### src/hdl/assert_macros.svh
// Assertion macros shared by the line rasterizer RTL.
`ifndef ASSERT_MACROS_SVH
`define ASSERT_MACROS_SVH

// Immediate-cycle property, checked on every edge outside reset.
`define LR_ASSERT(label, prop, msg) \
	label: assert property (@(posedge clk) disable iff (!arst_n) prop) else $error(msg);

// Next-cycle implication, checked on every edge outside reset.
`define LR_ASSERT_NEXT(label, ante, cons, msg) \
	label: assert property (@(posedge clk) disable iff (!arst_n) ante |=> cons) else $error(msg);

`endif

### src/hdl/lr_pkg.sv
// Shared types and constants of the line rasterizer.
`default_nettype none

package lr_pkg;

	localparam int FRAME_BITS    = 13;
	localparam int COLOR_BITS    = 24;
	localparam int CFG_ADDR_BITS = 2;
	localparam int QUEUE_DEPTH   = 4;

	localparam logic [FRAME_BITS-1:0] FRAME_WIDTH_RESET  = 13'd640;
	localparam logic [FRAME_BITS-1:0] FRAME_HEIGHT_RESET = 13'd480;
	localparam logic [COLOR_BITS-1:0] DRAW_COLOR_RESET   = 24'd0;

	localparam logic KIND_START = 1'b0;
	localparam logic KIND_TICK  = 1'b1;

	typedef enum logic [CFG_ADDR_BITS-1:0] {
		CFG_FRAME_WIDTH  = 2'd0,
		CFG_FRAME_HEIGHT = 2'd1,
		CFG_DRAW_COLOR   = 2'd2
	} cfg_reg_t;

	typedef struct packed {
		logic [FRAME_BITS-1:0] frame_width;
		logic [FRAME_BITS-1:0] frame_height;
		logic [COLOR_BITS-1:0] draw_color;
	} cfg_t;

endpackage

`default_nettype wire

### src/hdl/lr_front.sv
// Front end: accepts transactions and classifies line setup into a queue command.
`default_nettype none

module lr_front #(
	parameter int COORD_BITS = 12,
	parameter int CMD_BITS   = 3 + 4 * (COORD_BITS + 1)
) (
	input  wire logic                         in_valid,
	output logic                              in_ready,
	input  wire logic                         kind,
	input  wire logic signed [COORD_BITS-1:0] x_start,
	input  wire logic signed [COORD_BITS-1:0] y_start,
	input  wire logic signed [COORD_BITS-1:0] x_end,
	input  wire logic signed [COORD_BITS-1:0] y_end,
	output logic                              push_valid,
	input  wire logic                         push_ready,
	output logic [CMD_BITS-1:0]               push_data
);
	import lr_pkg::*;

	localparam int CW = COORD_BITS + 1;

	typedef struct packed {
		logic                 start;
		logic                 steep;
		logic                 neg;
		logic signed [CW-1:0] x0;
		logic signed [CW-1:0] y0;
		logic [CW-1:0]        major;
		logic [CW-1:0]        minor;
	} cmd_t;

	logic signed [CW-1:0] x0, y0, x1, y1, dx, dy, other;
	logic [CW-1:0]        adx, ady;
	logic                 steep, swap;
	cmd_t                 cmd;

	always_comb begin
		x0 = {x_start[COORD_BITS-1], x_start};
		y0 = {y_start[COORD_BITS-1], y_start};
		x1 = {x_end[COORD_BITS-1], x_end};
		y1 = {y_end[COORD_BITS-1], y_end};
		dx = x1 - x0;
		dy = y1 - y0;
		adx = dx[CW-1] ? $unsigned(-dx) : $unsigned(dx);
		ady = dy[CW-1] ? $unsigned(-dy) : $unsigned(dy);
		steep = !(ady < adx);
		swap = steep ? (y0 > y1) : (x0 > x1);
		other = steep ? dx : dy;

		cmd.start = (kind == KIND_START);
		cmd.steep = steep;
		cmd.neg   = swap ? (!other[CW-1] && (other != '0)) : other[CW-1];
		cmd.x0    = swap ? x1 : x0;
		cmd.y0    = swap ? y1 : y0;
		cmd.major = steep ? ady : adx;
		cmd.minor = steep ? adx : ady;
	end

	assign push_data  = cmd;
	assign push_valid = in_valid;
	assign in_ready   = push_ready;

endmodule

`default_nettype wire

### src/hdl/lr_fifo.sv
// Small command queue between the front end and the stepper.
`default_nettype none

`include "assert_macros.svh"

module lr_fifo #(
	parameter int WIDTH = 55,
	parameter int DEPTH = 4
) (
	input  wire logic             clk,
	input  wire logic             arst_n,
	input  wire logic             push_valid,
	output logic                  push_ready,
	input  wire logic [WIDTH-1:0] push_data,
	output logic                  head_valid,
	output logic [WIDTH-1:0]      head_data,
	input  wire logic             pop
);
	localparam int PTR_W = (DEPTH > 1) ? $clog2(DEPTH) : 1;
	localparam int CNT_W = $clog2(DEPTH + 1);

	logic [WIDTH-1:0] slots_q [DEPTH];
	logic [PTR_W-1:0] wr_ptr_q, rd_ptr_q;
	logic [CNT_W-1:0] count_q;
	logic             push;

	assign push_ready = (count_q != CNT_W'(DEPTH));
	assign push       = push_valid && push_ready;
	assign head_valid = (count_q != '0);
	assign head_data  = slots_q[rd_ptr_q];

	always_ff @(posedge clk or negedge arst_n) begin
		if (!arst_n) begin
			wr_ptr_q <= '0;
			rd_ptr_q <= '0;
			count_q  <= '0;
		end else begin
			if (push) begin
				wr_ptr_q <= (wr_ptr_q == PTR_W'(DEPTH - 1)) ? '0 : wr_ptr_q + PTR_W'(1);
			end
			if (pop) begin
				rd_ptr_q <= (rd_ptr_q == PTR_W'(DEPTH - 1)) ? '0 : rd_ptr_q + PTR_W'(1);
			end
			unique case ({push, pop})
				2'b10: count_q <= count_q + CNT_W'(1);
				2'b01: count_q <= count_q - CNT_W'(1);
				default: count_q <= count_q;
			endcase
		end
	end

	always_ff @(posedge clk) begin
		if (push) begin
			slots_q[wr_ptr_q] <= push_data;
		end
	end

	`LR_ASSERT(a_count_range, count_q <= CNT_W'(DEPTH), "queue count above depth")
	`LR_ASSERT(a_pop_nonempty, !pop || (count_q != '0), "pop from empty queue")
	`LR_ASSERT_NEXT(a_push_holds, push && !pop, count_q != '0, "pushed entry lost")

endmodule

`default_nettype wire

### src/hdl/lr_back.sv
// Back end: Bresenham stepper followed by index multiply and output register.
`default_nettype none

`include "assert_macros.svh"

module lr_back #(
	parameter int COORD_BITS = 12,
	parameter int INDEX_BITS = 24,
	parameter int CMD_BITS   = 3 + 4 * (COORD_BITS + 1)
) (
	input  wire logic                          clk,
	input  wire logic                          arst_n,
	input  wire lr_pkg::cfg_t                  cfg,
	input  wire logic                          head_valid,
	input  wire logic [CMD_BITS-1:0]           head_data,
	output logic                               pop,
	output logic                               out_valid,
	input  wire logic                          out_ready,
	output logic signed [COORD_BITS-1:0]       pixel_x,
	output logic signed [COORD_BITS-1:0]       pixel_y,
	output logic [INDEX_BITS-1:0]              pixel_index,
	output logic                               inside_res,
	output logic [lr_pkg::COLOR_BITS-1:0]      pixel_color,
	output logic                               last_pixel
);
	import lr_pkg::*;

	localparam int CW = COORD_BITS + 1;
	localparam int EW = CW + 2;
	localparam int WC = (CW - 1 > FRAME_BITS) ? CW - 1 : FRAME_BITS;
	localparam int PW = CW - 1 + FRAME_BITS + 1;

	typedef struct packed {
		logic                 start;
		logic                 steep;
		logic                 neg;
		logic signed [CW-1:0] x0;
		logic signed [CW-1:0] y0;
		logic [CW-1:0]        major;
		logic [CW-1:0]        minor;
	} cmd_t;

	cmd_t cmd;

	// stepper state
	logic                 busy_q, steep_q, neg_q;
	logic signed [CW-1:0] cur_x_q, cur_y_q;
	logic [CW-1:0]        major_q, minor_q, pixels_left_q;
	logic signed [EW-1:0] err_q;

	// pipeline
	logic                 valid_s1, inside_s1, last_s1;
	logic signed [CW-1:0] x_s1, y_s1;
	logic                 valid_s2, inside_s2, last_s2;
	logic signed [CW-1:0] x_s2, y_s2;
	logic [INDEX_BITS-1:0] index_s2;
	logic [COLOR_BITS-1:0] color_s2;

	logic                 ready_s1, ready_s2, emit, mstep, in_frame;
	logic signed [EW-1:0] minor_e, major_e, err_step, err_next;
	logic signed [EW-1:0] cmd_minor_e, cmd_major_e;
	logic signed [CW-1:0] minor_inc;
	logic [PW-1:0]        index_sum;

	always_comb begin
		cmd = cmd_t'(head_data);
		ready_s2 = !valid_s2 || out_ready;
		ready_s1 = !valid_s1 || ready_s2;
		emit = head_valid && !cmd.start && busy_q && ready_s1;
		pop  = head_valid && (cmd.start || !busy_q || ready_s1);

		minor_e  = $signed(EW'(minor_q));
		major_e  = $signed(EW'(major_q));
		mstep    = (err_q > 0);
		err_step = mstep ? (minor_e - major_e) : minor_e;
		err_next = err_q + (err_step <<< 1);
		minor_inc = neg_q ? {CW{1'b1}} : CW'(1);

		cmd_minor_e = $signed(EW'(cmd.minor));
		cmd_major_e = $signed(EW'(cmd.major));

		in_frame = !cur_x_q[CW-1] && !cur_y_q[CW-1]
			&& (WC'(cur_x_q[CW-2:0]) < WC'(cfg.frame_width))
			&& (WC'(cur_y_q[CW-2:0]) < WC'(cfg.frame_height));

		index_sum = PW'(y_s1[CW-2:0]) * PW'(cfg.frame_width) + PW'(x_s1[CW-2:0]);
	end

	always_ff @(posedge clk or negedge arst_n) begin
		if (!arst_n) begin
			busy_q        <= 1'b0;
			steep_q       <= 1'b0;
			neg_q         <= 1'b0;
			cur_x_q       <= '0;
			cur_y_q       <= '0;
			major_q       <= '0;
			minor_q       <= '0;
			err_q         <= '0;
			pixels_left_q <= '0;
			valid_s1      <= 1'b0;
			valid_s2      <= 1'b0;
		end else begin
			if (pop && cmd.start) begin
				busy_q        <= (cmd.major != '0);
				steep_q       <= cmd.steep;
				neg_q         <= cmd.neg;
				cur_x_q       <= cmd.x0;
				cur_y_q       <= cmd.y0;
				major_q       <= cmd.major;
				minor_q       <= cmd.minor;
				err_q         <= (cmd_minor_e <<< 1) - cmd_major_e;
				pixels_left_q <= cmd.major;
			end else if (emit) begin
				err_q <= err_next;
				if (steep_q) begin
					cur_y_q <= cur_y_q + CW'(1);
					if (mstep) begin
						cur_x_q <= cur_x_q + minor_inc;
					end
				end else begin
					cur_x_q <= cur_x_q + CW'(1);
					if (mstep) begin
						cur_y_q <= cur_y_q + minor_inc;
					end
				end
				pixels_left_q <= pixels_left_q - CW'(1);
				busy_q        <= (pixels_left_q != CW'(1));
			end
			if (ready_s1) begin
				valid_s1 <= emit;
			end
			if (ready_s2) begin
				valid_s2 <= valid_s1;
			end
		end
	end

	always_ff @(posedge clk) begin
		if (ready_s1 && emit) begin
			x_s1      <= cur_x_q;
			y_s1      <= cur_y_q;
			inside_s1 <= in_frame;
			last_s1   <= (pixels_left_q == CW'(1));
		end
		if (ready_s2 && valid_s1) begin
			x_s2      <= x_s1;
			y_s2      <= y_s1;
			inside_s2 <= inside_s1;
			last_s2   <= last_s1;
			index_s2  <= inside_s1 ? INDEX_BITS'(index_sum) : '0;
			color_s2  <= cfg.draw_color;
		end
	end

	assign out_valid   = valid_s2;
	assign pixel_x     = x_s2[COORD_BITS-1:0];
	assign pixel_y     = y_s2[COORD_BITS-1:0];
	assign pixel_index = index_s2;
	assign inside_res  = inside_s2;
	assign pixel_color = color_s2;
	assign last_pixel  = last_s2;

	`LR_ASSERT(a_idle_empty, busy_q || (pixels_left_q == '0), "idle with pixels left")
	`LR_ASSERT_NEXT(a_last_ends, emit && (pixels_left_q == CW'(1)), !busy_q, "busy after last pixel")
	`LR_ASSERT(a_emit_busy, !emit || busy_q, "pixel emitted while idle")

endmodule

`default_nettype wire

### src/hdl/line_rasterizer.sv
// Top level of the line rasterizer: configuration registers, front end, queue and stepper.
// A kind-0 transaction loads a line's endpoints and returns nothing; each kind-1 transaction
// returns one pixel of the current line, and none when no line is active. Transactions of
// either kind are taken one per clock while the queue is not full: the front end classifies
// each one and places it in a four-entry queue, and the stepper drains that queue at one
// pixel per clock while the output is not stalled, its rate set by the single add-and-compare
// error update. An accepted tick waits in the queue, the stepper registers its pixel, and the
// index multiply lands in the output register; output back-pressure can stall either step.
// Registers are written on their own channel, which is always ready, and must only change
// while no line pixel is pending.
`default_nettype none

module line_rasterizer #(
	parameter int COORD_BITS = 12,
	parameter int INDEX_BITS = 24
) (
	input  wire logic                              clk,
	input  wire logic                              arst_n,
	input  wire logic                              in_valid,
	output logic                                   in_ready,
	input  wire logic                              kind,
	input  wire logic signed [COORD_BITS-1:0]      x_start,
	input  wire logic signed [COORD_BITS-1:0]      y_start,
	input  wire logic signed [COORD_BITS-1:0]      x_end,
	input  wire logic signed [COORD_BITS-1:0]      y_end,
	output logic                                   out_valid,
	input  wire logic                              out_ready,
	output logic signed [COORD_BITS-1:0]           pixel_x,
	output logic signed [COORD_BITS-1:0]           pixel_y,
	output logic [INDEX_BITS-1:0]                  pixel_index,
	output logic                                   inside_res,
	output logic [lr_pkg::COLOR_BITS-1:0]          pixel_color,
	output logic                                   last_pixel,
	input  wire logic                              cfg_valid,
	output logic                                   cfg_ready,
	input  wire logic [lr_pkg::CFG_ADDR_BITS-1:0]  cfg_index,
	input  wire logic [lr_pkg::COLOR_BITS-1:0]     cfg_data
);
	import lr_pkg::*;

	localparam int CMD_BITS = 3 + 4 * (COORD_BITS + 1);

	cfg_t                cfg_q;
	logic                push_valid, push_ready, head_valid, pop;
	logic [CMD_BITS-1:0] push_data, head_data;

	assign cfg_ready = 1'b1;

	always_ff @(posedge clk or negedge arst_n) begin
		if (!arst_n) begin
			cfg_q.frame_width  <= FRAME_WIDTH_RESET;
			cfg_q.frame_height <= FRAME_HEIGHT_RESET;
			cfg_q.draw_color   <= DRAW_COLOR_RESET;
		end else if (cfg_valid && cfg_ready) begin
			unique case (cfg_index)
				CFG_FRAME_WIDTH:  cfg_q.frame_width  <= cfg_data[FRAME_BITS-1:0];
				CFG_FRAME_HEIGHT: cfg_q.frame_height <= cfg_data[FRAME_BITS-1:0];
				CFG_DRAW_COLOR:   cfg_q.draw_color   <= cfg_data;
				default:          cfg_q              <= cfg_q;
			endcase
		end
	end

	lr_front #(
		.COORD_BITS (COORD_BITS),
		.CMD_BITS   (CMD_BITS)
	) u_front (
		.in_valid   (in_valid),
		.in_ready   (in_ready),
		.kind       (kind),
		.x_start    (x_start),
		.y_start    (y_start),
		.x_end      (x_end),
		.y_end      (y_end),
		.push_valid (push_valid),
		.push_ready (push_ready),
		.push_data  (push_data)
	);

	lr_fifo #(
		.WIDTH (CMD_BITS),
		.DEPTH (QUEUE_DEPTH)
	) u_fifo (
		.clk        (clk),
		.arst_n     (arst_n),
		.push_valid (push_valid),
		.push_ready (push_ready),
		.push_data  (push_data),
		.head_valid (head_valid),
		.head_data  (head_data),
		.pop        (pop)
	);

	lr_back #(
		.COORD_BITS (COORD_BITS),
		.INDEX_BITS (INDEX_BITS),
		.CMD_BITS   (CMD_BITS)
	) u_back (
		.clk         (clk),
		.arst_n      (arst_n),
		.cfg         (cfg_q),
		.head_valid  (head_valid),
		.head_data   (head_data),
		.pop         (pop),
		.out_valid   (out_valid),
		.out_ready   (out_ready),
		.pixel_x     (pixel_x),
		.pixel_y     (pixel_y),
		.pixel_index (pixel_index),
		.inside_res  (inside_res),
		.pixel_color (pixel_color),
		.last_pixel  (last_pixel)
	);

endmodule

`default_nettype wire

### config.mk
export PLATFORM = sky130hd
export DESIGN_NAME = line_rasterizer
export DESIGN_NICKNAME = d
export VERILOG_FILES = /design/src/hdl/lr_pkg.sv /design/src/hdl/lr_front.sv /design/src/hdl/lr_fifo.sv /design/src/hdl/lr_back.sv /design/src/hdl/line_rasterizer.sv
export VERILOG_INCLUDE_DIRS = /design/src /design/src/hdl
export SDC_FILE = /design/constraint.sdc
export NUM_CORES = 1
export LEC_CHECK = 0
export ABC_AREA = 0
export BUFFER_PORTS_ARGS = -buffer_cell sky130_fd_sc_hd__buf_2
export CAP_MARGIN = 5
export CORE_AREA = 2 2 276 278
export DETAILED_ROUTE_END_ITERATION = 8
export DIE_AREA = 0 0 278 280
export PLACE_DENSITY = 0.56
export SKIP_CTS_REPAIR_TIMING = 1
export SLEW_MARGIN = 20
export SYNTH_ARGS = -nofsm -noshare
export SYNTH_HDL_FRONTEND = slang
export SYNTH_SLANG_ARGS = --single-unit
### constraint.sdc
create_clock -name clk -period 6 [get_ports clk]
set_input_delay 1.2 -clock clk [delete_from_list [all_inputs] [get_ports clk]]
set_output_delay 1.2 -clock clk [all_outputs]
set_load 0.005 [all_outputs]
==> flow_metrics.py <==
metrics = {
    "floorplanning": {
        "core_sq_um": 75200,
        "die_h_um": 280,
        "io_pins": 157,
        "die_x_um": 278,
        "dieArea_sq_um": 77800,
        "num_rows": 101,
        "start_util_pct": 37.5,
    },
    "clock_network": {
        "clk_latency_ps": 610,
        "clkSlewWorstSetupHoldPaths_ps": 60,
        "cts_max_level": 2,
        "clock_path_buffers": 3,
        "cts.sinks": 454,
        "clockRootBuffer": "clkbuf_16",
        "cts_buffers": 51,
        "tritoncts": "built",
    },
    "run": {
        "drv_cap": 0,
    },
    "placement": {
        "dp_cells": 3552,
        "port_buffers": 155,
        "dp_slack_ps": -11.9,
        "placedInstanceArea_sq_um": 30400,
        "place_congestion": 0.850,
        "post-dp-hpwl_um": 51300,
    },
    "yosys": {
        "ys_types": 82,
        "async_flop_share_pct": 31.3,
        "ys_ff_latch": 454,
        "syn_inst": 2439,
        "syn_area_per_cell_sq_um": 11.6,
        "yosysWarnings": 0,
        "syn_nets": 2845,
        "yosys_most_used_dff": "edfxtp_1",
        "synth_edf_count": 312,
        "netlist_area_sq_um": 28200,
        "ys_seq_area_share_pct": 45.8,
    },
    "sta": {
        "worst_slew_pin_slew_ps": 1060,
        "fin_crit_sh_pct": 95.0,
        "period_needed_ps": 5700,
        "setup_slack_ps": 297,
        "fin_skew_ps": 20.5,
        "setup_viol": 0,
        "hold_violations": 0,
        "clock.fmax_mhz": 175,
        "rsz0062_at_grt": "false",
        "slew_headroom_pct": 29.2,
        "slew_viol_final": 0,
    },
    "global_routing": {
        "grt_max_degree": 78,
        "grt_first_pass_wirelength_um": 108000,
        "first_global_vias": 19600,
        "grt.overflow.total": 0,
        "antenna_found_initial": 4,
        "grt_usage_pct": 17.7,
    },
    "detailed_routing": {
        "routedWlPerCell_um": 18.8,
        "drt_first_pass_iters": 5,
        "drt_iter0_drc": 1101,
        "drc_errors": 0,
        "post_drt_via_cell_ratio": 5.13,
        "num_vias": 18800,
        "wl_um": 68500,
        "postRouteAntennaNets": 0,
    },
    "setup_path": {
        "end_kind": "flop",
        "path_max_fanout": 9,
        "startpoint_type": "flop",
        "arrival_ps": 6150,
        "crit_required_ps": 6440,
        "crit_type": "reg2reg",
    },
    "hold_path": {
        "hp-class": "reg2reg",
    },
    "final_layout": {
        "final_nets": 3039,
        "fillers": 7022,
        "area_growth_pct": 14.0,
        "register_area_sq_um": 12900,
        "fin_cells": 3654,
        "multi_input_area_sq_um": 14000,
        "drive_above_1_share_pct": 17.6,
        "design_area_sq_um": 32200,
        "diodes": 0,
    },
    "run_status": {
        "status": "completed",
    },
}
-- metal layers --
| metal | GRT usage [%] | share of wire (%) | vias up |
|---|---|---|---|
| met2 | 30.2 | 48 | 404 |
| met1 | 23.3 | 45 | 9294 |
| met5 | 0 | 0.012 | - |
| li1 | - | - | 8948 |
| met4 | 5.57 | 2.9 | 2 |
| met3 | 2.51 | 4.2 | 103 |
-- logic make-up after synthesis --
family                     share of synthesized area [%]
AOI/OAI and AO/OA                                   8.83
xor gates and xnor gates                            3.44
buffers and inverters                               4.93
muxes                                               8.09
adders and majority gates                           17.9
DFF                                                 45.8
other                                             0.0133
and+or+nand+nor                                     11.0
-- flip-flops by register name, indices dropped and copies added (netlist names), 13 cells and up --
register,cells
cfg_q,50
u_back.cur_x_q,13
u_back.cur_y_q,13
u_back.err_q,15
u_back.major_q,13
u_back.minor_q,13
u_back.pixel_color,24
u_back.pixel_index,24
u_back.pixels_left_q,13
u_fifo.slots_q,212
-- cells in the mapped netlist, types with 9 or more instances --
library cell / number / share of area (%)
nand2b_1: 20 / 0.44
and2_1: 68 / 1.5
nand2_1: 276 / 3.7
nand4_1: 10 / 0.22
nor3_1: 35 / 0.62
fa_1: 128 / 9.1
nor4_1: 11 / 0.24
o21a_1: 15 / 0.40
mux2_2: 64 / 2.6
xor2_1: 44 / 1.4
o21bai_1: 9 / 0.24
a21oi_1: 85 / 1.5
o31ai_1: 11 / 0.29
or3_1: 17 / 0.38
mux4_2: 53 / 4.2
dfrtp_1: 136 / 12
mux2i_1: 37 / 1.3
nand3_1: 36 / 0.64
nor2b_1: 17 / 0.38
o211ai_1: 11 / 0.29
a21o_1: 31 / 0.82
o21ai_0: 119 / 2.1
nor2_1: 103 / 1.4
clkbuf_1: 62 / 0.82
a31oi_1: 19 / 0.42
and3_1: 20 / 0.44
edfxtp_1: 312 / 33
inv_1: 277 / 3.7
ha_1: 198 / 8.8
xnor2_1: 65 / 2.0
a211oi_1: 16 / 0.43
-- layout make-up --
type	count	area share [%]
Multi-Input combinational cell	1626	43.4
Sequential cell	454	40.2
Clock buffer	65	4.36
Timing Repair Buffer	222	4.07
Tap cell	978	3.80
Inverter	278	3.24
Clock inverter	31	0.976
-- worst max-delay path, stage by stage (launching register included) --
cell and delay [ps]:
dfstp_2 590, buf_4 200, nand2_1 90, fa_1 490, fa_1 540, inv_1 60, fa_1 520, inv_1 50
fa_1 470, inv_1 50, fa_1 430, ha_1 410, nor3_1 80, nor2_1 120, o31ai_1 100, buf_4 160
or2_2 300, a31oi_2 280, a2111oi_2 120, or3_1 350, a21oi_1 140
-- cells in the final DEF, fill, tap and decap left out, drive strengths merged, types with 53 or more instances in the layout --
master / Yosys / layout
and2: 68 / 68
mux4: 53 / 53
inv: 277 / 280
nor2: 103 / 103
buf: 18 / 222
xnor2: 65 / 65
mux2: 64 / 64
o21ai: 123 / 123
fa: 128 / 128
dfrtp: 136 / 136
nand2: 276 / 276
clkbuf: 63 / 65
a21oi: 90 / 90
edfxtp: 312 / 312
ha: 198 / 198
-- final timing paths --
check | from | end | slack (ps) | depth (start not counted)
worst max-delay path | cfg_q[44] | u_back.pixel_index[23] | 300 | 20
worst max register to register | cfg_q[44] | u_back.pixel_index[23] | 300 | 20
worst min-delay path | cfg_q[17] | u_back.pixel_color[17] | 440 | 0
min in group asynchronous | arst_n | cfg_q[18] | 620 | 1
worst min register to register | cfg_q[17] | u_back.pixel_color[17] | 440 | 0
max in group asynchronous | arst_n | u_back.minor_q[12] | 4130 | 2
-- per-stage QoR --
stage	hold WS, ps	utilization (%)	TNS [ps]
2_1_floorplan	400	-	0
3_3_place_gp	422	40.4	0
3_5_place_dp	425	40.4	-11.9
4_1_cts	438	42.7	-63.6
5_1_grt	446	42.8	0
6_report	436	42.8	0
Power is left out: the tool's default activity adds up to more than one toggle a clock period on the data nets, which glitch-free logic cannot reach.
